<file path="config.mk">
export PLATFORM = sky130hd
export DESIGN_NAME = column_melt_wipe_core_flat
export DESIGN_NICKNAME = d
export VERILOG_FILES = /design/src/rtl/core/cmw_pkg.sv /design/src/rtl/core/cmw_req_if.sv /design/src/rtl/core/cmw_rsp_if.sv /design/src/rtl/core/column_melt_wipe_core.sv /design/src/rtl/core/cmw_ctrl.sv /design/src/rtl/core/cmw_dp.sv /design/src/flat_wrapper.sv
export SDC_FILE = /design/constraint.sdc
export NUM_CORES = 2
export LEC_CHECK = 0
export ABC_AREA = 1
export BUFFER_PORTS_ARGS = -buffer_cell sky130_fd_sc_hd__buf_2
export CAP_MARGIN = 0
export CORE_ASPECT_RATIO = 1.2
export CORE_MARGIN = 4
export CORE_UTILIZATION = 39
export DETAILED_ROUTE_END_ITERATION = 12
export PLACE_DENSITY_LB_ADDON = 0.1
export SKIP_CTS_REPAIR_TIMING = 1
export SLEW_MARGIN = 20
export SYNTH_ARGS = -nofsm -noshare
export SYNTH_HDL_FRONTEND = slang
export SYNTH_SLANG_ARGS = --single-unit
</file>
<file path="constraint.sdc">
create_clock -name clock -period 17.33 [get_ports clock]
set_input_delay 3.466 -clock clock [delete_from_list [all_inputs] [get_ports clock]]
set_output_delay 3.466 -clock clock [all_outputs]
set_load 0.03 [all_outputs]
</file>
<file path="src/rtl/core/cmw_pkg.sv">
package cmw_pkg;

   // geometry
   localparam int COLUMNS     = 320;
   localparam int SCREEN_ROWS = 200;

   // item and register field widths
   localparam int OP_W       = 2;
   localparam int COL_W      = 10;
   localparam int RND_W      = 8;
   localparam int ROW_W      = 9;
   localparam int START_W    = 9;
   localparam int CSR_IDX_W  = 1;
   localparam int CSR_DATA_W = 9;

   // derived widths
   localparam int H_MAX     = SCREEN_ROWS * 2;
   localparam int START_MAX = (1 << START_W) - 1;
   localparam int OFS_MAX   = (H_MAX > START_MAX) ? H_MAX : START_MAX;
   localparam int OFS_W     = $clog2(OFS_MAX + 1) + 1;
   localparam int H_W       = $clog2(H_MAX + 1);
   localparam int ADDR_W    = (COLUMNS > 1) ? $clog2(COLUMNS) : 1;
   localparam int PTR_W     = $clog2(COLUMNS + 1);

   typedef enum logic [OP_W-1:0] {
      OP_SEED  = 2'd0,
      OP_TICK  = 2'd1,
      OP_QUERY = 2'd2
   } cmw_op_type;

   typedef enum logic [CSR_IDX_W-1:0] {
      CSR_START_HEIGHT = 1'd0,
      CSR_HIGH_RES     = 1'd1
   } cmw_csr_type;

   typedef enum logic [2:0] {
      ST_IDLE,
      ST_SEED,
      ST_QUERY,
      ST_TICK,
      ST_EMIT
   } cmw_state_type;

   typedef logic signed [OFS_W-1:0] cmw_ofs_type;

   typedef struct packed {
      logic accept;
      logic seed_wr;
      logic query_rd;
      logic sweep_run;
      logic tick_end;
      logic emit;
   } cmw_cmd_type;

   typedef struct packed {
      logic sweep_done;
      logic out_free;
   } cmw_status_type;

   // byte mod 3: 4 is 1 mod 3, so sum the 2-bit digits and reduce the small sum
   function automatic logic [1:0] mod3_byte(input logic [RND_W-1:0] r);
      logic [3:0] s;
      logic [1:0] m;
      s = {2'b00, r[1:0]} + {2'b00, r[3:2]} + {2'b00, r[5:4]} + {2'b00, r[7:6]};
      unique case (s)
         4'd0, 4'd3, 4'd6, 4'd9, 4'd12: m = 2'd0;
         4'd1, 4'd4, 4'd7, 4'd10:       m = 2'd1;
         4'd2, 4'd5, 4'd8, 4'd11:       m = 2'd2;
         default:                       m = 2'd0;
      endcase
      return m;
   endfunction

endpackage

</file>
<file path="src/rtl/core/cmw_req_if.sv">
interface cmw_req_if;
   logic                       valid;
   logic                       ready;
   logic [cmw_pkg::OP_W-1:0]   operation;
   logic [cmw_pkg::COL_W-1:0]  column;
   logic [cmw_pkg::RND_W-1:0]  random_byte;
   logic [cmw_pkg::ROW_W-1:0]  row;

   modport source (output valid, operation, column, random_byte, row, input ready);
   modport sink   (input valid, operation, column, random_byte, row, output ready);
endinterface

</file>
<file path="src/rtl/core/cmw_rsp_if.sv">
interface cmw_rsp_if;
   logic                       valid;
   logic                       ready;
   logic                       take_old;
   logic [cmw_pkg::ROW_W-1:0]  old_row;
   logic                       finished;
   logic                       in_progress;

   modport source (output valid, take_old, old_row, finished, in_progress, input ready);
   modport sink   (input valid, take_old, old_row, finished, in_progress, output ready);
endinterface

</file>
<file path="src/rtl/core/column_melt_wipe_core.sv">
// sequence: after accept a seed passes the seed-write state, a query the query-read state,
//   a tick the column sweep (one column read per cycle), an unused code none; then emit
// throughput: one item at a time; ready comes back in the cycle the result shows up, so
//   a new item is taken only once the previous result is in the output register
// reset: synchronous, active high; clears config, wipe flag, previous offset and handshakes;
//   the offset memory is not cleared and holds garbage until seeded
module column_melt_wipe_core (
   input  logic                           clock,
   input  logic                           reset,
   cmw_req_if.sink                        req_bus,
   cmw_rsp_if.source                      rsp_bus,
   input  logic                           csr_we,
   input  logic [cmw_pkg::CSR_IDX_W-1:0]  csr_index,
   input  logic [cmw_pkg::CSR_DATA_W-1:0] csr_wdata
);
   import cmw_pkg::*;

   // command and status between the sequencer and the datapath
   cmw_cmd_type    cmd;
   cmw_status_type status;

   // sequencer: takes an item from idle, runs seed, query or the column sweep,
   // then waits for the output register to free up
   cmw_ctrl u_ctrl (
      .clock     (clock),
      .reset     (reset),
      .req_valid (req_bus.valid),
      .req_op    (req_bus.operation),
      .req_ready (req_bus.ready),
      .status    (status),
      .cmd       (cmd)
   );

   // datapath: offset memory (one write, one registered read port), seed arithmetic,
   // pipelined read-modify-write sweep for ticks, query compare and the output register
   cmw_dp u_dp (
      .clock           (clock),
      .reset           (reset),
      .cmd             (cmd),
      .status          (status),
      .csr_we          (csr_we),
      .csr_index       (csr_index),
      .csr_wdata       (csr_wdata),
      .req_operation   (req_bus.operation),
      .req_column      (req_bus.column),
      .req_random_byte (req_bus.random_byte),
      .req_row         (req_bus.row),
      .rsp_valid       (rsp_bus.valid),
      .rsp_ready       (rsp_bus.ready),
      .rsp_take_old    (rsp_bus.take_old),
      .rsp_old_row     (rsp_bus.old_row),
      .rsp_finished    (rsp_bus.finished),
      .rsp_in_progress (rsp_bus.in_progress)
   );

endmodule

</file>
<file path="src/rtl/core/cmw_ctrl.sv">
module cmw_ctrl (
   input  logic                     clock,
   input  logic                     reset,
   input  logic                     req_valid,
   input  logic [cmw_pkg::OP_W-1:0] req_op,
   output logic                     req_ready,
   input  cmw_pkg::cmw_status_type  status,
   output cmw_pkg::cmw_cmd_type     cmd
);
   import cmw_pkg::*;

   cmw_state_type state_ff;
   cmw_state_type state_in;

   always_ff @(posedge clock) begin
      if (reset) begin
         state_ff <= ST_IDLE;
      end else begin
         state_ff <= state_in;
      end
   end

   always_comb begin
      state_in  = state_ff;
      cmd       = '0;
      req_ready = 1'b0;
      unique case (state_ff)
         ST_IDLE: begin
            req_ready = 1'b1;
            if (req_valid) begin
               cmd.accept = 1'b1;
               unique case (req_op)
                  OP_SEED:  state_in = ST_SEED;
                  OP_TICK:  state_in = ST_TICK;
                  OP_QUERY: state_in = ST_QUERY;
                  default:  state_in = ST_EMIT;
               endcase
            end
         end
         ST_SEED: begin
            cmd.seed_wr = 1'b1;
            state_in    = ST_EMIT;
         end
         ST_QUERY: begin
            cmd.query_rd = 1'b1;
            state_in     = ST_EMIT;
         end
         ST_TICK: begin
            cmd.sweep_run = 1'b1;
            if (status.sweep_done) begin
               cmd.tick_end = 1'b1;
               state_in     = ST_EMIT;
            end
         end
         ST_EMIT: begin
            if (status.out_free) begin
               cmd.emit = 1'b1;
               state_in = ST_IDLE;
            end
         end
         default: state_in = ST_IDLE;
      endcase
   end

endmodule

</file>
<file path="src/rtl/core/cmw_dp.sv">
module cmw_dp (
   input  logic                           clock,
   input  logic                           reset,
   input  cmw_pkg::cmw_cmd_type           cmd,
   output cmw_pkg::cmw_status_type        status,
   input  logic                           csr_we,
   input  logic [cmw_pkg::CSR_IDX_W-1:0]  csr_index,
   input  logic [cmw_pkg::CSR_DATA_W-1:0] csr_wdata,
   input  logic [cmw_pkg::OP_W-1:0]       req_operation,
   input  logic [cmw_pkg::COL_W-1:0]      req_column,
   input  logic [cmw_pkg::RND_W-1:0]      req_random_byte,
   input  logic [cmw_pkg::ROW_W-1:0]      req_row,
   output logic                           rsp_valid,
   input  logic                           rsp_ready,
   output logic                           rsp_take_old,
   output logic [cmw_pkg::ROW_W-1:0]      rsp_old_row,
   output logic                           rsp_finished,
   output logic                           rsp_in_progress
);
   import cmw_pkg::*;

   localparam int SW = OFS_W + 1;
   localparam logic signed [SW-1:0] ONE     = SW'(1);
   localparam logic signed [SW-1:0] EIGHT   = SW'(8);
   localparam logic signed [SW-1:0] SIXTEEN = SW'(16);
   localparam logic signed [SW-1:0] NEG16   = SW'(-16);
   localparam logic signed [SW-1:0] NEG15   = SW'(-15);

   // configuration
   logic [START_W-1:0] start_ff;
   logic               high_res_ff;

   // latched item
   logic [OP_W-1:0]  op_ff;
   logic [COL_W-1:0] col_ff;
   logic [RND_W-1:0] rnd_ff;
   logic [ROW_W-1:0] row_ff;

   // offset store
   logic [OFS_W-1:0] ofs_mem [0:COLUMNS-1];
   cmw_ofs_type      rd_data_ff;
   logic             rd_en;
   logic [ADDR_W-1:0] rd_addr;
   logic             wr_en;
   logic [ADDR_W-1:0] wr_addr;
   cmw_ofs_type      wr_data;

   // seed and wipe state
   cmw_ofs_type prev_ff;
   logic        active_ff;
   logic        active_in;
   logic        fin_ff;

   // sweep
   logic [PTR_W-1:0]  rd_ptr_ff;
   logic [PTR_W-1:0]  rd_ptr_in;
   logic              wr_vld_ff;
   logic              wr_vld_in;
   logic [ADDR_W-1:0] wr_addr_ff;
   logic              moved_ff;
   logic              moved_in;
   logic              rd_issue;

   // output register
   logic             out_vld_ff;
   logic             out_vld_in;
   logic             out_take_ff;
   logic [ROW_W-1:0] out_orow_ff;
   logic             out_fin_ff;
   logic             out_prog_ff;

   // combinational results
   logic [H_W-1:0]      h_u;
   logic signed [SW-1:0] h_s;
   logic                seed_in_rng;
   cmw_ofs_type         seed_val;
   logic signed [SW-1:0] seed_sum;
   logic signed [SW-1:0] w;
   logic signed [SW-1:0] dy;
   logic signed [SW-1:0] w_dy;
   logic signed [SW-1:0] new_w;
   logic                mv;
   logic [COL_W-1:0]    lc;
   logic                q_in_rng;
   logic [OFS_W-2:0]    q_d;
   logic [OFS_W-2:0]    q_row;
   logic [OFS_W-2:0]    q_h;
   logic                q_take;
   logic [ROW_W-1:0]    q_orow;

   assign h_u = high_res_ff ? H_W'(SCREEN_ROWS * 2) : H_W'(SCREEN_ROWS);
   assign h_s = $signed({{(SW-H_W){1'b0}}, h_u});

   // seed value
   assign seed_in_rng = {{(32-COL_W){1'b0}}, col_ff} < 32'(COLUMNS);

   always_comb begin
      seed_sum = {prev_ff[OFS_W-1], prev_ff} + $signed({{(SW-2){1'b0}}, mod3_byte(rnd_ff)})
                 - ONE;
      if (col_ff == '0) begin
         seed_val = OFS_W'($signed({{(SW-START_W){1'b0}}, start_ff})
                           - $signed({{(SW-4){1'b0}}, rnd_ff[3:0]}));
      end else if (seed_sum > $signed(SW'(0))) begin
         seed_val = '0;
      end else if (seed_sum == NEG16) begin
         seed_val = OFS_W'(NEG15);
      end else begin
         seed_val = OFS_W'(seed_sum);
      end
   end

   // per-column tick step on the word read last cycle
   always_comb begin
      w    = {rd_data_ff[OFS_W-1], rd_data_ff};
      dy   = (w < SIXTEEN) ? (w + ONE) : EIGHT;
      w_dy = w + dy;
      if (w < $signed(SW'(0))) begin
         new_w = w + ONE;
         mv    = 1'b1;
      end else if (w < h_s) begin
         new_w = (w_dy >= h_s) ? h_s : w_dy;
         mv    = 1'b1;
      end else begin
         new_w = w;
         mv    = 1'b0;
      end
   end

   // pixel query on the word read for the query
   always_comb begin
      lc       = high_res_ff ? {1'b0, col_ff[COL_W-1:1]} : col_ff;
      q_in_rng = {{(32-COL_W){1'b0}}, lc} < 32'(COLUMNS);
      q_d      = rd_data_ff[OFS_W-1] ? '0 : rd_data_ff[OFS_W-2:0];
      q_row    = {{(OFS_W-1-ROW_W){1'b0}}, row_ff};
      q_h      = {{(OFS_W-1-H_W){1'b0}}, h_u};
      q_take   = q_in_rng && (q_row >= q_d) && (q_row < q_h);
      q_orow   = q_take ? ROW_W'(q_row - q_d) : '0;
   end

   // memory port selection
   assign rd_issue = cmd.sweep_run && (rd_ptr_ff < PTR_W'(COLUMNS));
   assign rd_en    = cmd.query_rd || rd_issue;
   assign rd_addr  = cmd.query_rd ? lc[ADDR_W-1:0] : rd_ptr_ff[ADDR_W-1:0];
   assign wr_en    = (cmd.seed_wr && seed_in_rng) || (cmd.sweep_run && wr_vld_ff);
   assign wr_addr  = cmd.seed_wr ? col_ff[ADDR_W-1:0] : wr_addr_ff;
   assign wr_data  = cmd.seed_wr ? seed_val : OFS_W'(new_w);

   always_ff @(posedge clock) begin
      if (wr_en) begin
         ofs_mem[wr_addr] <= wr_data;
      end
      if (rd_en) begin
         rd_data_ff <= ofs_mem[rd_addr];
      end
   end

   // control next values
   always_comb begin
      rd_ptr_in  = rd_ptr_ff;
      wr_vld_in  = wr_vld_ff;
      moved_in   = moved_ff;
      active_in  = active_ff;
      out_vld_in = out_vld_ff;
      if (cmd.accept) begin
         rd_ptr_in = '0;
         wr_vld_in = 1'b0;
         moved_in  = 1'b0;
      end else if (cmd.sweep_run) begin
         rd_ptr_in = rd_ptr_ff + PTR_W'(rd_issue);
         wr_vld_in = rd_issue;
         if (wr_vld_ff && mv) begin
            moved_in = 1'b1;
         end
      end
      if (cmd.seed_wr && seed_in_rng) begin
         active_in = 1'b1;
      end else if (cmd.tick_end && !moved_ff) begin
         active_in = 1'b0;
      end
      if (cmd.emit) begin
         out_vld_in = 1'b1;
      end else if (rsp_ready) begin
         out_vld_in = 1'b0;
      end
   end

   always_ff @(posedge clock) begin
      if (reset) begin
         start_ff    <= '0;
         high_res_ff <= 1'b0;
         prev_ff     <= '0;
         active_ff   <= 1'b0;
         rd_ptr_ff   <= '0;
         wr_vld_ff   <= 1'b0;
         moved_ff    <= 1'b0;
         out_vld_ff  <= 1'b0;
      end else begin
         if (csr_we && csr_index == CSR_START_HEIGHT) begin
            start_ff <= csr_wdata[START_W-1:0];
         end
         if (csr_we && csr_index == CSR_HIGH_RES) begin
            high_res_ff <= csr_wdata[0];
         end
         if (cmd.seed_wr && seed_in_rng) begin
            prev_ff <= seed_val;
         end
         active_ff  <= active_in;
         rd_ptr_ff  <= rd_ptr_in;
         wr_vld_ff  <= wr_vld_in;
         moved_ff   <= moved_in;
         out_vld_ff <= out_vld_in;
      end
   end

   // payload registers
   always_ff @(posedge clock) begin
      if (cmd.accept) begin
         op_ff  <= req_operation;
         col_ff <= req_column;
         rnd_ff <= req_random_byte;
         row_ff <= req_row;
      end
      if (cmd.sweep_run) begin
         wr_addr_ff <= rd_ptr_ff[ADDR_W-1:0];
      end
      if (cmd.tick_end) begin
         fin_ff <= !moved_ff;
      end
      if (cmd.emit) begin
         out_take_ff <= (op_ff == OP_QUERY) && q_take;
         out_orow_ff <= (op_ff == OP_QUERY) ? q_orow : '0;
         out_fin_ff  <= (op_ff == OP_TICK) && fin_ff;
         out_prog_ff <= active_ff;
      end
   end

   assign status.sweep_done = (rd_ptr_ff == PTR_W'(COLUMNS)) && !wr_vld_ff;
   assign status.out_free   = !out_vld_ff || rsp_ready;

   assign rsp_valid       = out_vld_ff;
   assign rsp_take_old    = out_take_ff;
   assign rsp_old_row     = out_orow_ff;
   assign rsp_finished    = out_fin_ff;
   assign rsp_in_progress = out_prog_ff;

endmodule

</file>
<file path="src/flat_wrapper.sv">
// flat-port wrapper written by rule: the top's interface ports become plain ports
module column_melt_wipe_core_flat import cmw_pkg::*;
  (clock, reset, csr_we, csr_index, csr_wdata, req_bus_valid, req_bus_operation, req_bus_column, req_bus_random_byte, req_bus_row, req_bus_ready, rsp_bus_valid, rsp_bus_take_old, rsp_bus_old_row, rsp_bus_finished, rsp_bus_in_progress, rsp_bus_ready);
  cmw_req_if req_bus_i ();
  cmw_rsp_if rsp_bus_i ();
  input  logic clock;
  input  logic reset;
  input  logic csr_we;
  input  logic [cmw_pkg::CSR_IDX_W-1:0] csr_index;
  input  logic [cmw_pkg::CSR_DATA_W-1:0] csr_wdata;
  input wire logic [$bits(req_bus_i.valid)-1:0] req_bus_valid;
  input wire logic [$bits(req_bus_i.operation)-1:0] req_bus_operation;
  input wire logic [$bits(req_bus_i.column)-1:0] req_bus_column;
  input wire logic [$bits(req_bus_i.random_byte)-1:0] req_bus_random_byte;
  input wire logic [$bits(req_bus_i.row)-1:0] req_bus_row;
  output wire logic [$bits(req_bus_i.ready)-1:0] req_bus_ready;
  output wire logic [$bits(rsp_bus_i.valid)-1:0] rsp_bus_valid;
  output wire logic [$bits(rsp_bus_i.take_old)-1:0] rsp_bus_take_old;
  output wire logic [$bits(rsp_bus_i.old_row)-1:0] rsp_bus_old_row;
  output wire logic [$bits(rsp_bus_i.finished)-1:0] rsp_bus_finished;
  output wire logic [$bits(rsp_bus_i.in_progress)-1:0] rsp_bus_in_progress;
  input wire logic [$bits(rsp_bus_i.ready)-1:0] rsp_bus_ready;
  assign req_bus_i.valid = req_bus_valid;
  assign req_bus_i.operation = req_bus_operation;
  assign req_bus_i.column = req_bus_column;
  assign req_bus_i.random_byte = req_bus_random_byte;
  assign req_bus_i.row = req_bus_row;
  assign req_bus_ready = req_bus_i.ready;
  assign rsp_bus_valid = rsp_bus_i.valid;
  assign rsp_bus_take_old = rsp_bus_i.take_old;
  assign rsp_bus_old_row = rsp_bus_i.old_row;
  assign rsp_bus_finished = rsp_bus_i.finished;
  assign rsp_bus_in_progress = rsp_bus_i.in_progress;
  assign rsp_bus_i.ready = rsp_bus_ready;
  column_melt_wipe_core u_core (.clock(clock), .reset(reset), .req_bus(req_bus_i), .rsp_bus(rsp_bus_i), .csr_we(csr_we), .csr_index(csr_index), .csr_wdata(csr_wdata));
endmodule
</file>
==> results.json <==
{
  "fin_crit_sh_pct": 48.4,
  "irDropWorstVdd_mv": 0.0950,
  "cpMostUsedCell": "inv_1",
  "fmax_mhz": 119,
  "dieArea_mm2": 0.355,
  "hold_path_class": "register to register",
  "setup_tns_ps": 0,
  "p_total_mw": 18.9,
  "startpoint_type": "register",
  "dpl.cell_count": 15500,
  "ios": 58,
  "synthMostInstantiatedCell": "edfxtp_1",
  "viasPerCell": 5.56,
  "clk_latency_ps": 930,
  "start_util_pct": 39.1,
  "numPortBuffers": 57,
  "cts_max_level": 5,
  "maxCapViolCount": 0,
  "drt_iter0_markers": 9082,
  "final_nets": 11400,
  "grt-ovfl-total": 0,
  "synth_top_area_cell": "edfxtp_1",
  "die_x_um": 545,
  "synth_common_cells": "edfxtp_1, nand2_1, nand3_1",
  "hpwl_mm": 234,
  "fin_area_mm2": 0.151,
  "cts.sinks": 3297,
  "critPathSlowestCell": "buf_4",
  "path_class": "register to register",
  "grt_pass1_wl_mm": 617,
  "instances_no_fill": 16100,
  "gp_congestion": 0.822,
  "antenna_found_initial": 15,
  "rsz0062_at_grt": "false",
  "rows": 236,
  "syn_nets": 11500,
  "drive_gt1_share_pct": 8.18,
  "yosys_warnings": 0,
  "clk_pin_slew_ps": 60,
  "worst_slew_pin_slew_ps": 1250,
  "critPathArrivalTime_ps": 8990,
  "clock_power_share_pct": 37.6,
  "grt_max_degree": 197,
  "share_comb_of_total_power_pct": 11.5,
  "routedWlPerCell_um": 26.6,
  "grt_pass1_vias": 85800,
  "yosys_register_bits": 3297,
  "powerDensity_mw_per_mm2": 125,
  "p_leak_nw": 51.2,
  "postRouteAntennaNets": 0,
  "synth_edf_count": 3261,
  "drv_slew": 0,
  "ys_seq_area_share_pct": 73.2,
  "switchingPower_mw": 4.91,
  "netlist_area_mm2": 0.135,
  "finalCriticalPeriod_ps": 8400,
  "ys.flop_type": "edfxtp_1",
  "cts_tree": "built",
  "synthCells": 11400,
  "clockRootBuffer": "clkbuf_16",
  "numCtsBuffers": 341,
  "fin_util_pct": 43.8,
  "async_reset_ff_share_pct": 0,
  "critPathMaxFanout": 189,
  "synth.top_cell.area_share_pct": 72.7,
  "wl_mm": 428,
  "yosysUniqueCellTypes": 40,
  "core_area_mm2": 0.344,
  "critPathCaptureType": "register",
  "drc": 0,
  "area_delta_synth_final_pct": 11.9,
  "skew_ps": 45.0,
  "relSlewSlack_pct": 16.9,
  "required_ps": 17920,
  "intPower_mw": 14.0,
  "die_h_um": 652,
  "place_area_mm2": 0.140,
  "num_vias": 89400,
  "slowest_delay_ps": 740,
  "finalHoldViolations": 0,
  "outcome": "complete, no violations",
  "avgSynthCellArea_um2": 11.8,
  "p_sw_share_pct": 26.0,
  "grt_use_total_pct": 23.5,
  "drt-pass1-iter-count": 9,
  "r2r_slack_ps": 8930,
  "seqPwrFrac_pct": 50.8,
  "setup-violations-final": 0,
  "netlist_top_cells_area": "edfxtp_1, nand3_1, nand2_1",
  "cts_buffer_depth": 4
}
-- worst max-delay path: cells and delay by family (launching register included) --
family          cells  cell delay, ps
fa+ha+maj           7            2580
flops               1             370
simple gates        8             880
compound gates      5            1250
xor+xnor            1             260
buf+inv             9            2350
-- stage by stage --
step	setup WS (ps)	hold WS, ps
3_5_place_dp	8860	475
4_1_cts	8810	485
6_report	8930	483
3_3_place_gp	8750	468
2_1_floorplan	1410	409
5_1_grt	8260	499
-- placed cells by master, fill, tap and decap left out, types with 5 or more instances in the layout --
| cell | Yosys | routed |
|---|---|---|
| fa_1 | 7 | 7 |
| inv_6 | 0 | 12 |
| xor2_1 | 12 | 12 |
| o21ai_0 | 387 | 381 |
| o211ai_1 | 7 | 7 |
| o21ai_4 | 0 | 7 |
| bufinv_16 | 0 | 22 |
| nand2_4 | 0 | 17 |
| clkinvlp_4 | 0 | 7 |
| a21oi_4 | 0 | 7 |
| edfxtp_1 | 3261 | 3261 |
| nand2_1 | 2933 | 2915 |
| clkbuf_1 | 318 | 73 |
| inv_2 | 4 | 5 |
| nor3_1 | 17 | 12 |
| nor2_1 | 741 | 629 |
| nor4_1 | 5 | 5 |
| o22ai_1 | 158 | 158 |
| nor3_2 | 0 | 5 |
| nor2_2 | 0 | 110 |
| clkinv_2 | 0 | 60 |
| clkinv_1 | 2 | 76 |
| dfxtp_1 | 36 | 36 |
| clkinv_8 | 0 | 6 |
| clkbuf_16 | 0 | 347 |
| ha_1 | 49 | 49 |
| nand3_1 | 2738 | 2738 |
| inv_1 | 145 | 140 |
| o21ai_1 | 9 | 9 |
| xnor2_1 | 7 | 7 |
| nand4_1 | 7 | 7 |
| buf_4 | 4 | 233 |
| buf_2 | 321 | 57 |
| buf_12 | 0 | 15 |
| or2_2 | 12 | 12 |
| a21oi_1 | 76 | 69 |
-- power by group through the flow --
stage | clock network, mW | registers [mW] | logic, mW
after detailed placement | 0 | 9.77 | 2.19
final | 7.11 | 9.60 | 2.17
after CTS | 7.25 | 9.60 | 2.19
after floorplan | 0 | 10.2 | 1.14
after global placement | 0 | 9.77 | 2.16
after global routing | 7.58 | 9.60 | 2.37
-- metal layers --
| layer | vias up | GRT usage [%] | wire length [um] |
|---|---|---|---|
| met3 | 671 | 3.15 | 26100 |
| met1 | 45200 | 32.5 | 182000 |
| met4 | 4 | 8.38 | 16600 |
| met5 | - | 0 | 26 |
| met2 | 3015 | 38.0 | 204000 |
| li1 | 40500 | - | - |
-- registers in the layout, indices dropped and copies added (netlist names), 2 cells and up --
name / count
u_core.u_dp.rsp_old_row: 9
u_core.u_dp.op_ff: 2
u_core.u_dp.rnd_ff: 8
u_core.u_dp.start_ff: 9
u_core.u_dp.wr_addr_ff: 9
u_core.u_dp.q_row: 9
u_core.u_dp.ofs_mem: 3200
u_core.u_dp.rd_ptr_ff: 9
u_core.u_dp.rd_data_ff: 10
u_core.u_ctrl.state_ff: 3
u_core.u_dp.prev_ff: 10
u_core.u_dp.col_ff: 10
-- logic make-up (layout without fill, tap and decap cells) --
family / count (synthesis) / count (layout) / share of synthesized area [%]
DFF: 3297 / 3297 / 73.2
buffers and inverters: 914 / 1068 / 2.85
AOI/OAI and AO/OA: 654 / 654 / 2.63
muxes: 3 / 3 / 0.0223
other: 0 / 4 / 0
adders and majority gates: 56 / 56 / 0.559
and+or+nand+nor: 6461 / 6461 / 20.6
xor gates and xnor gates: 19 / 19 / 0.123
-- final timing paths --
check                                from                     endpoint  cells after the start
hold reg to reg   u_core.u_dp.start_ff[0]      u_core.u_dp.start_ff[0]                      2
setup reg to reg    u_core.u_dp.rnd_ff[1]  u_core.u_dp.ofs_mem[144][4]                     30
hold / removal    u_core.u_dp.start_ff[0]      u_core.u_dp.start_ff[0]                      2
setup / recovery    u_core.u_dp.rnd_ff[1]  u_core.u_dp.ofs_mem[144][4]                     30
-- area by class of cell --
class / instances / area [um2]
Multi-Input combinational cell: 7193 / 32900
Clock buffer: 421 / 8970
Sequential cell: 3297 / 98600
Fill cell: 31600 / 193000
Inverter: 151 / 592
Antenna cell: 4 / 10.0
Clock inverter: 187 / 1610
Timing Repair Buffer: 309 / 2430
Tap cell: 4522 / 5660
Note: power is estimated with default switching activity, not from simulation.
